--- src/rtl/lbr_pkg.sv ---
// ----------------------------------------------------------------------------
// lbr_pkg
// Shared constants and types of the bounded random number core: generator
// constants, controller states and the command/status groups between the
// controller and the datapath.
// ----------------------------------------------------------------------------
`timescale 1ns / 1ps

package lbr_pkg;

    // generator geometry
    localparam int STATE_W  = 48;
    localparam int DRAW_W   = 31;
    localparam int CHUNK_W  = 16;
    localparam int TDATA_W  = 32;

    // linear congruential constants
    localparam logic [STATE_W-1:0] LCG_MULT  = 48'h0005_DEEC_E66D;
    localparam logic [STATE_W-1:0] LCG_ADD   = 48'h0000_0000_000B;
    localparam logic [STATE_W-1:0] SEED_INIT = 48'h0043_4C4F_5544 ^ LCG_MULT;

    // multiply steps per draw, one seed chunk each
    localparam int LCG_STEPS = STATE_W / CHUNK_W;
    localparam int LCG_CNT_W = $clog2(LCG_STEPS);
    localparam logic [LCG_CNT_W-1:0] LCG_LAST = LCG_CNT_W'(LCG_STEPS - 1);

    // restoring divider, one quotient bit per step
    localparam int DIV_STEPS = DRAW_W;
    localparam int DIV_CNT_W = $clog2(DIV_STEPS);
    localparam logic [DIV_CNT_W-1:0] DIV_LAST = DIV_CNT_W'(DIV_STEPS - 1);

    // controller states
    typedef enum logic [2:0] {
        ST_IDLE,
        ST_DRAW,
        ST_DIV,
        ST_CHECK,
        ST_HOLD
    } state_t;

    // controller to datapath
    typedef struct packed {
        logic load_bound;
        logic lcg_go;
        logic div_go;
        logic load_result;
    } cmd_t;

    // datapath to controller
    typedef struct packed {
        logic lcg_done;
        logic div_done;
        logic pow2;
        logic reject;
    } stat_t;

endpackage

--- src/rtl/lcg48_bounded_random_core.sv ---
// ----------------------------------------------------------------------------
// lcg48_bounded_random_core
// Bounded random number core on a 48-bit linear congruential state.
//
//   channel   dir   handshake          payload
//   s_*       in    s_tvalid/s_tready  s_tdata[30:0] bound
//   m_*       out   m_tvalid/m_tready  m_tdata[30:0] value
//
// A power-of-two (or zero) bound runs 3 generator multiply steps, one
// handoff and one load; the next request can be taken in the same cycle
// as the result shows.
// Any other bound runs each draw through 3 generator steps, one handoff,
// 31 remainder steps, one handoff and one tail test, repeats the draw while
// the tail test rejects, then loads the result; the next request can be
// taken in the same cycle as the result shows.
// The 31-step remainder unit is the longest part for non-power-of-two bounds.
// Reset loads the fixed seed; there is no clearing pass.
// A stalled result sits in the output register while the next request
// is taken; a new result waits until that register is free.
// ----------------------------------------------------------------------------
`timescale 1ns / 1ps

module lcg48_bounded_random_core (
    input  logic                        clk,
    input  logic                        rst_n,
    input  logic                        s_tvalid,
    output logic                        s_tready,
    input  logic [lbr_pkg::TDATA_W-1:0] s_tdata,   // [30:0] bound, [31] pad
    output logic                        m_tvalid,
    input  logic                        m_tready,
    output logic [lbr_pkg::TDATA_W-1:0] m_tdata    // [30:0] value, [31] pad
);
    import lbr_pkg::*;

    cmd_t              cmd;
    stat_t             stat;
    logic [DRAW_W-1:0] result;

    lbr_ctrl u_ctrl (
        .clk       (clk),
        .rst_n     (rst_n),
        .in_valid  (s_tvalid),
        .in_ready  (s_tready),
        .out_valid (m_tvalid),
        .out_ready (m_tready),
        .cmd       (cmd),
        .stat      (stat)
    );

    lbr_datapath u_dp (
        .clk      (clk),
        .rst_n    (rst_n),
        .cmd      (cmd),
        .stat     (stat),
        .bound_in (s_tdata[DRAW_W-1:0]),
        .result   (result)
    );

    // pad to whole bytes
    assign m_tdata = {{(TDATA_W-DRAW_W){1'b0}}, result};

endmodule

--- src/rtl/lbr_lcg.sv ---
// ----------------------------------------------------------------------------
// lbr_lcg
// 48-bit linear congruential generator. The state multiply is split into
// three 16-bit chunk products that are accumulated in turn.
// ----------------------------------------------------------------------------
`timescale 1ns / 1ps

module lbr_lcg (
    input  logic                      clk,
    input  logic                      rst_n,
    input  logic                      start,
    output logic [lbr_pkg::DRAW_W-1:0] draw,
    output logic                      done
);
    import lbr_pkg::*;

    logic [STATE_W-1:0]   seed_reg;
    logic [STATE_W-1:0]   seed_next;
    logic [STATE_W-1:0]   acc_reg;
    logic [STATE_W-1:0]   acc_next;
    logic [LCG_CNT_W-1:0] cnt_reg;
    logic [LCG_CNT_W-1:0] cnt_next;
    logic                 busy_reg;
    logic                 busy_next;
    logic                 done_reg;
    logic                 done_next;
    logic [CHUNK_W-1:0]   chunk;
    logic [STATE_W-1:0]   prod;
    logic [STATE_W-1:0]   part;

    // chunk product, shifted to its place, truncated mod 2^48
    always_comb
    begin
        chunk = '0;
        part  = '0;
        prod  = STATE_W'(chunk) * LCG_MULT;
        unique case (cnt_reg)
            2'd0:
            begin
                chunk = seed_reg[CHUNK_W-1:0];
                prod  = STATE_W'(chunk) * LCG_MULT;
                part  = prod;
            end
            2'd1:
            begin
                chunk = seed_reg[2*CHUNK_W-1:CHUNK_W];
                prod  = STATE_W'(chunk) * LCG_MULT;
                part  = prod << CHUNK_W;
            end
            2'd2:
            begin
                chunk = seed_reg[3*CHUNK_W-1:2*CHUNK_W];
                prod  = STATE_W'(chunk) * LCG_MULT;
                part  = prod << (2 * CHUNK_W);
            end
            default:
            begin
                chunk = '0;
                part  = '0;
            end
        endcase
    end

    // step sequencing
    always_comb
    begin
        seed_next = seed_reg;
        acc_next  = acc_reg;
        cnt_next  = cnt_reg;
        busy_next = busy_reg;
        done_next = 1'b0;
        if (start)
        begin
            acc_next  = LCG_ADD;
            cnt_next  = '0;
            busy_next = 1'b1;
        end
        else if (busy_reg)
        begin
            acc_next = acc_reg + part;
            cnt_next = cnt_reg + 1'b1;
            if (cnt_reg == LCG_LAST)
            begin
                seed_next = acc_reg + part;
                busy_next = 1'b0;
                done_next = 1'b1;
            end
        end
    end

    // state registers
    always_ff @(posedge clk or negedge rst_n)
    begin
        if (!rst_n)
        begin
            seed_reg <= SEED_INIT;
            cnt_reg  <= '0;
            busy_reg <= 1'b0;
            done_reg <= 1'b0;
        end
        else
        begin
            seed_reg <= seed_next;
            cnt_reg  <= cnt_next;
            busy_reg <= busy_next;
            done_reg <= done_next;
        end
    end

    // accumulator
    always_ff @(posedge clk)
    begin
        acc_reg <= acc_next;
    end

    assign draw = seed_reg[STATE_W-1:STATE_W-DRAW_W];
    assign done = done_reg;

endmodule

--- src/rtl/lbr_div.sv ---
// ----------------------------------------------------------------------------
// lbr_div
// Restoring divider that yields the remainder of a 31-bit draw by the
// bound, one quotient bit per cycle.
// ----------------------------------------------------------------------------
`timescale 1ns / 1ps

module lbr_div (
    input  logic                       clk,
    input  logic                       rst_n,
    input  logic                       start,
    input  logic [lbr_pkg::DRAW_W-1:0] dividend,
    input  logic [lbr_pkg::DRAW_W-1:0] divisor,
    output logic [lbr_pkg::DRAW_W-1:0] rem,
    output logic                       done
);
    import lbr_pkg::*;

    logic [DRAW_W-1:0]    rem_reg;
    logic [DRAW_W-1:0]    rem_next;
    logic [DRAW_W-1:0]    dvd_reg;
    logic [DRAW_W-1:0]    dvd_next;
    logic [DIV_CNT_W-1:0] cnt_reg;
    logic [DIV_CNT_W-1:0] cnt_next;
    logic                 busy_reg;
    logic                 busy_next;
    logic                 done_reg;
    logic                 done_next;
    logic [DRAW_W:0]      trial;
    logic [DRAW_W:0]      diff;

    // shift in next dividend bit, subtract when it fits
    always_comb
    begin
        trial = {rem_reg, dvd_reg[DRAW_W-1]};
        diff  = trial - {1'b0, divisor};
    end

    always_comb
    begin
        rem_next  = rem_reg;
        dvd_next  = dvd_reg;
        cnt_next  = cnt_reg;
        busy_next = busy_reg;
        done_next = 1'b0;
        if (start)
        begin
            rem_next  = '0;
            dvd_next  = dividend;
            cnt_next  = '0;
            busy_next = 1'b1;
        end
        else if (busy_reg)
        begin
            if (trial >= {1'b0, divisor})
            begin
                rem_next = diff[DRAW_W-1:0];
            end
            else
            begin
                rem_next = trial[DRAW_W-1:0];
            end
            dvd_next = {dvd_reg[DRAW_W-2:0], 1'b0};
            cnt_next = cnt_reg + 1'b1;
            if (cnt_reg == DIV_LAST)
            begin
                busy_next = 1'b0;
                done_next = 1'b1;
            end
        end
    end

    // control registers
    always_ff @(posedge clk or negedge rst_n)
    begin
        if (!rst_n)
        begin
            cnt_reg  <= '0;
            busy_reg <= 1'b0;
            done_reg <= 1'b0;
        end
        else
        begin
            cnt_reg  <= cnt_next;
            busy_reg <= busy_next;
            done_reg <= done_next;
        end
    end

    // working registers
    always_ff @(posedge clk)
    begin
        rem_reg <= rem_next;
        dvd_reg <= dvd_next;
    end

    assign rem  = rem_reg;
    assign done = done_reg;

endmodule

--- src/rtl/lbr_datapath.sv ---
// ----------------------------------------------------------------------------
// lbr_datapath
// Bound register, generator, remainder unit, power-of-two scaling,
// rejection test and result register.
// ----------------------------------------------------------------------------
`timescale 1ns / 1ps

module lbr_datapath (
    input  logic                       clk,
    input  logic                       rst_n,
    input  lbr_pkg::cmd_t              cmd,
    output lbr_pkg::stat_t             stat,
    input  logic [lbr_pkg::DRAW_W-1:0] bound_in,
    output logic [lbr_pkg::DRAW_W-1:0] result
);
    import lbr_pkg::*;

    logic [DRAW_W-1:0]   bound_reg;
    logic [DRAW_W-1:0]   result_reg;
    logic [DRAW_W-1:0]   draw;
    logic [DRAW_W-1:0]   rem;
    logic [2*DRAW_W-1:0] scale_prod;
    logic [DRAW_W+1:0]   tail_sum;
    logic                lcg_done;
    logic                div_done;

    lbr_lcg u_lcg (
        .clk   (clk),
        .rst_n (rst_n),
        .start (cmd.lcg_go),
        .draw  (draw),
        .done  (lcg_done)
    );

    lbr_div u_div (
        .clk      (clk),
        .rst_n    (rst_n),
        .start    (cmd.div_go),
        .dividend (draw),
        .divisor  (bound_reg),
        .rem      (rem),
        .done     (div_done)
    );

    // power-of-two bound: high bits of bound * draw
    assign scale_prod = (2*DRAW_W)'(bound_reg) * (2*DRAW_W)'(draw);

    // biased tail test: draw - rem + bound - 1 reaches 2^31
    assign tail_sum = {2'b00, draw} - {2'b00, rem} + {2'b00, bound_reg} - 1'b1;

    always_comb
    begin
        stat.lcg_done = lcg_done;
        stat.div_done = div_done;
        stat.pow2     = ((bound_reg & (bound_reg - 1'b1)) == '0);
        stat.reject   = (tail_sum[DRAW_W+1:DRAW_W] != 2'b00);
    end

    // bound and result registers
    always_ff @(posedge clk)
    begin
        if (cmd.load_bound)
        begin
            bound_reg <= bound_in;
        end
        if (cmd.load_result)
        begin
            if (stat.pow2)
            begin
                result_reg <= scale_prod[2*DRAW_W-1:DRAW_W];
            end
            else
            begin
                result_reg <= rem;
            end
        end
    end

    assign result = result_reg;

endmodule

--- src/rtl/lbr_ctrl.sv ---
// ----------------------------------------------------------------------------
// lbr_ctrl
// Controller: takes a request, runs draws and the remainder unit, repeats
// rejected draws and hands the result to the output register.
// ----------------------------------------------------------------------------
`timescale 1ns / 1ps

module lbr_ctrl (
    input  logic           clk,
    input  logic           rst_n,
    input  logic           in_valid,
    output logic           in_ready,
    output logic           out_valid,
    input  logic           out_ready,
    output lbr_pkg::cmd_t  cmd,
    input  lbr_pkg::stat_t stat
);
    import lbr_pkg::*;

    state_t state_reg;
    state_t state_next;
    logic   out_valid_reg;
    logic   out_valid_next;
    logic   out_free;

    assign out_free = !out_valid_reg || out_ready;

    // next state and commands
    always_comb
    begin
        state_next      = state_reg;
        cmd             = '0;
        in_ready        = 1'b0;
        out_valid_next  = out_valid_reg && !out_ready;
        unique case (state_reg)
            ST_IDLE:
            begin
                in_ready = 1'b1;
                if (in_valid)
                begin
                    cmd.load_bound = 1'b1;
                    cmd.lcg_go     = 1'b1;
                    state_next     = ST_DRAW;
                end
            end
            ST_DRAW:
            begin
                if (stat.lcg_done)
                begin
                    if (stat.pow2)
                    begin
                        state_next = ST_HOLD;
                    end
                    else
                    begin
                        cmd.div_go = 1'b1;
                        state_next = ST_DIV;
                    end
                end
            end
            ST_DIV:
            begin
                if (stat.div_done)
                begin
                    state_next = ST_CHECK;
                end
            end
            ST_CHECK:
            begin
                if (stat.reject)
                begin
                    cmd.lcg_go = 1'b1;
                    state_next = ST_DRAW;
                end
                else
                begin
                    state_next = ST_HOLD;
                end
            end
            ST_HOLD:
            begin
                if (out_free)
                begin
                    cmd.load_result = 1'b1;
                    out_valid_next  = 1'b1;
                    state_next      = ST_IDLE;
                end
            end
            default:
            begin
                state_next = ST_IDLE;
            end
        endcase
    end

    // state and output valid
    always_ff @(posedge clk or negedge rst_n)
    begin
        if (!rst_n)
        begin
            state_reg     <= ST_IDLE;
            out_valid_reg <= 1'b0;
        end
        else
        begin
            state_reg     <= state_next;
            out_valid_reg <= out_valid_next;
        end
    end

    assign out_valid = out_valid_reg;

endmodule

--- config.mk ---
export PLATFORM = sky130hd
export DESIGN_NAME = lcg48_bounded_random_core
export DESIGN_NICKNAME = d
export VERILOG_FILES = /design/src/rtl/lbr_pkg.sv /design/src/rtl/lcg48_bounded_random_core.sv /design/src/rtl/lbr_lcg.sv /design/src/rtl/lbr_div.sv /design/src/rtl/lbr_datapath.sv /design/src/rtl/lbr_ctrl.sv
export SDC_FILE = /design/constraint.sdc
export NUM_CORES = 2
export LEC_CHECK = 0
export ABC_CLOCK_PERIOD_IN_PS = 8900
export BUFFER_PORTS_ARGS = -buffer_cell sky130_fd_sc_hd__buf_2
export CAP_MARGIN = 30
export CORE_MARGIN = 5
export CORE_UTILIZATION = 45
export CTS_BUF_LIST = sky130_fd_sc_hd__clkbuf_8
export DETAILED_ROUTE_END_ITERATION = 6
export GPL_ROUTABILITY_DRIVEN = 0
export PLACE_DENSITY = 0.61
export REMOVE_ABC_BUFFERS = 1
export SYNTH_ARGS = -nofsm -noshare
export SYNTH_HDL_FRONTEND = slang
export SYNTH_SLANG_ARGS = --single-unit
--- constraint.sdc ---
create_clock -name clk -period 8.9 [get_ports clk]
set_input_delay 0.445 -clock clk [delete_from_list [all_inputs] [get_ports clk]]
set_output_delay 0.445 -clock clk [all_outputs]
set_load 0.02 [all_outputs]
== After elaboration in Yosys (flattened, before gate mapping) ==
Index checks and enable logic that the tools add are counted.
Cells by class
  add/subtract/negate cells: 8
  multiply operators: 4
  order comparisons: 1
  equality and inequality tests: 11
  multiplexer cells: 40
  bitwise operators: 2
  reductions and logical operators: 12
Operators with widths (number)
  case mux 48 bit (3 select lines): 1
  two-way mux 31 bit: 4
  multiplier 31 x 31 -> 62 bit: 1
  adder 48 bit: 1
  multiplier 16 x 35 -> 48 bit, second input constant: 1
  multiplier 16 x 35 -> 16 bit, second input constant: 1
  multiplier 16 x 35 -> 32 bit, second input constant: 1
  adder 33 x 31 -> 33 bit: 1
  subtractor 33 x 1 -> 33 bit, second input constant: 1
  >= comparator 32 x 31 -> 1 bit: 1
  subtractor 31 x 31 -> 32 bit: 1
  AND 31 bit: 1
  zero test 31 bit: 1
  subtractor 31 x 1 -> 31 bit, second input constant: 1
  subtractor 31 bit: 1
  two-way mux 1 bit: 22
  two-way mux 3 bit: 6
  case mux 3 bit (5 select lines): 1
  two-way mux 5 bit: 2
  equality test 3 x 2 -> 1 bit, second input constant: 2
  two-way mux 2 bit: 3
  inequality test 2 x 1 -> 1 bit, second input constant: 3
  nonzero test 2 bit: 3
  adder 5 x 1 -> 5 bit, second input constant: 1
  16 further kinds: 17
Word-level totals
  bits in registers: 235
  bits of input ports: 36

== Longest topological paths before layout ==
  depth after elaboration: 8
  depth in mapped cells: 37
  gate-level depth less buffers: 35

== Hierarchy ==
From an unflattened synthesis, not the netlist that was laid out.
Second synthesis, totals
  cells, all modules: 7236
  area total of the unflattened synthesis: 65850.7 um^2
By module, submodules not included
  lbr_datapath: times used 1, cells each 4029, area each 36139.7 um^2, sequential area each 1861.8 um^2
  lbr_lcg: times used 1, cells each 2633, area each 24532.3 um^2, sequential area each 2284.7 um^2
  lbr_div: times used 1, cells each 542, area each 4880.9 um^2, sequential area each 1726.7 um^2
  lbr_ctrl: times used 1, cells each 30, area each 286.5 um^2, sequential area each 100.1 um^2
  lcg48_bounded_random_core: times used 1, cells each 2, area each 11.3 um^2, sequential area each 0.0 um^2

== Worst setup path before layout ==
No wires, ideal clock.
  kind: flip-flop to flip-flop
  start: register u_dp.u_lcg.seed_reg[25]
  end: register u_dp.result_reg[30] (netlist: u_dp.result[30]) (data pin)
  library setup time: 256 ps
  arrival: 8187 ps
  required time: 8644 ps
  setup slack: 457 ps
  cell stages (with the launch flop): 29
  path through: dfstp_2 -> clkbuf_1 -> buf_1 -> nand2_1 -> fa_1 -> inv_1 -> fa_1 -> fa_1 -> inv_1 -> fa_1 -> fa_1 -> inv_1 -> fa_1 -> fa_1 -> inv_1 -> fa_1 -> inv_1 -> ha_1 -> nand4_1 -> a2111oi_0 -> nand2_1 -> a21oi_1 -> nor3_2 -> nor3_1 -> nor4_2 -> o311ai_1 -> a2111oi_0 -> or3_1 -> a31o_2
Between the ends
  longest elaborated chain between the ends: 2
RTL lines
  from (decl): line lbr_lcg.sv:17  | logic [STATE_W-1:0] seed_reg;
  from (signal assigned): line lbr_lcg.sv:103  | seed_reg <= seed_next;
  multiplier 31 x 31 -> 62 bit: line lbr_datapath.sv:46  | assign scale_prod = (2*DRAW_W)'(bound_reg) * (2*DRAW_W)'(draw);
  two-way mux 31 bit: line lbr_datapath.sv:68  | if (stat.pow2)
  to (signal assigned): line lbr_datapath.sv:70  | result_reg <= scale_prod[2*DRAW_W-1:DRAW_W];
  to (signal assigned): line lbr_datapath.sv:74  | result_reg <= rem;
  to (decl): line lbr_datapath.sv:19  | logic [DRAW_W-1:0] result_reg;
No other way between the ends.
A chain may end at the register's enable or synchronous reset.

== Final worst setup path ==
  start: register u_dp.u_lcg.seed_reg[26]
  end: register u_dp.result_reg[30] (netlist: u_dp.result[30]) (data pin)
Same word-level chain as after synthesis.

==> impl_metrics.tcl <==
set metrics [dict create \
    crit_fanout 17 \
    finClkSkew_ps 78.9 \
    area_delta_synth_final_pct 9.20 \
    dpl.hpwl_um 151000 \
    cts_tree "built" \
    synth_area_leaders "fa_1, ha_1, inv_1" \
    crit_slowest_cell "dfrtp_4" \
    post-synth-top-area-fraction 0.387 \
    numCtsBuffers 47 \
    pre_cts_ws_ps -233 \
    cts-root-buf "clkbuf_8" \
    seq_area_frac_synth 0.0927 \
    critPathKind "register to register" \
    fmax_ghz 0.116 \
    fin_cells 9194 \
    clkTransAtPathRegs_ps 60 \
    period_minus_slack_ps 8610 \
    grt_overflow 0 \
    core-area_sq_um 142000 \
    drive_above_1_share 0.0831 \
    fp.dieH_um 388 \
    relSlewSlack 0.440 \
    synth_area_per_cell_sq_um 9.07 \
    syn_inst 7106 \
    cp.required_ps 9300 \
    cts.sinks 235 \
    antenna_found_initial 6 \
    via_count 49300 \
    synth_edf_count 93 \
    cts_buffer_depth 3 \
    end_kind "register" \
    synthesis.area_sq_um 64400 \
    yosysWarnings 0 \
    drc_errors 0 \
    final_nets 9310 \
    status "finished, final reports clean" \
    dp_cells 9044 \
    drtPass1Iterations 6 \
    port_buffers 67 \
    ys_types 93 \
    synthArstFlopShare 0.268 \
    synth_area_leader_cell "fa_1" \
    drtIter0Drc 3399 \
    synth.most_common_cell "inv_1" \
    crit_arrival_ps 9000 \
    ant_nets 0 \
    io_pins 70 \
    hold_viol 0 \
    synth_common_cells "inv_1, fa_1, nand2_1, ha_1, nor2_1" \
    die_x_um 388 \
    worstHoldPathType "input port to asynchronous set/reset pin" \
    period_share 0.967 \
    drv_cap 0 \
    die_area_sq_um 151000 \
    grt_pass1_vias 52500 \
    ys.flop_type "edfxtp_1" \
    grt_max_degree 71 \
    grt_pass1_wl_um 296000 \
    setup_viol 0 \
    rows 138 \
    drv_slew 0 \
    setup_ws_ps 293 \
    worstSetupStartpointType "register" \
    ys_ff_latch 235 \
    crit_top_cell "fa_1" \
    worstMarginPinSlew_ps 841 \
    cts-htree-levels 2 \
    viasPerCell 5.36 \
    grt_use_total 0.249 \
    start_util 0.454 \
    clk_latency_ps 710 \
    slowest_delay_ps 650 \
    routed_wl_um 185000 \
    routedWlPerCell_um 20.2 \
]
[metal layers]
metal	up-vias	wire (um)	global-route usage
met3	362	12600	0.0414
met1	25100	79200	0.335
met4	2	7380	0.0852
met5	-	13	0
met2	1546	86200	0.410
li1	22300	-	-
[per-stage QoR]
step / hold slack (ps) / instance area [sq um] / TNS [ps] / util
finish: 134 / 70400 / 0 / 0.496
global route: 112 / 70400 / -255 / 0.496
CTS: 77.0 / 69800 / 0 / 0.492
detailed placement: 323 / 68500 / -1900 / 0.483
global placement: 319 / 68500 / -1690 / 0.482
floorplan: 149 / 63300 / 0 / -
[kinds of logic (layout without fill, tap and decap cells)]
logic type,after synthesis,after routing,share of synthesized area
AOI/OAI and AO/OA,845,845,0.0860
xor gates and xnor gates,230,230,0.0315
and+or+nand+nor,1705,1705,0.118
muxes,113,113,0.0202
other,1,9,0.0000582
DFF,235,235,0.0927
buffers and inverters,1958,2148,0.115
adders and majority gates,2019,2019,0.537
[cell type report]
type / instances / area (sq um)
Tap cell: 1890 / 2360
Fill cell: 13400 / 71600
Timing Repair Buffer: 398 / 3440
Multi-Input combinational cell: 4913 / 51400
Clock inverter: 37 / 234
Inverter: 1662 / 6250
Antenna cell: 8 / 20.0
Sequential cell: 235 / 6010
Clock buffer: 51 / 702
[worst max-delay path, delay by kind of cell (launching register included)]
kind	cells	cell delay [ps]
compound gates	4	860
fa+ha+maj	9	4200
buf+inv	7	1070
flops	1	650
simple gates	8	1500
[final timing paths]
path | from | end | slack [ps] | cells past startpoint
max | u_dp.u_lcg.seed_reg[26] | u_dp.result[30] | 290 | 28
min | rst_n | u_dp.u_div.cnt_reg[1] | 130 | 2
max reg2reg | u_dp.u_lcg.seed_reg[26] | u_dp.result[30] | 290 | 28
min reg2reg | u_dp.u_lcg.acc_reg[43] | u_dp.u_lcg.acc_reg[43] | 490 | 2
max in group asynchronous | rst_n | u_dp.u_lcg.seed_reg[30] | 7580 | 3
min in group clk | s_tvalid | u_ctrl.state_reg[0] | 200 | 5
[what timing repair did]
item                                    4_1_cts  5_1_grt
endpoints found under the setup margin       19       43
cloned                                        0        0
pin swaps                                     0       14
endpoints found under the hold margin        45        0
gates resized for setup                       4       62
hold buffers                                 33        0
setup buffers                                 0       19
[cell usage in the layout, fill, tap and decap left out, types with 29 or more instances in the layout]
cell           instances
inv_1               1670
buf_2                 66
a31oi_1               29
and2_1               146
nand3_1               59
dfrtp_1               34
ha_1                 767
a21o_1               145
a21oi_1              207
xor2_1                81
buf_4                256
dfxtp_1               79
fa_1                1245
nand4_1               37
nor3_1                47
mux2i_1               60
dlygate4sd3_1         33
xnor2_1              147
o21ai_0              167
clkbuf_8              51
nor2b_1               30
nand2b_1              34
nor2_1               302
buf_12                38
a211oi_1              50
nand2_1              936
edfxtp_1              93
o21a_1                31
Power is left out: the tool's default activity adds up to more than one toggle a clock period on the data nets, which glitch-free logic cannot reach.
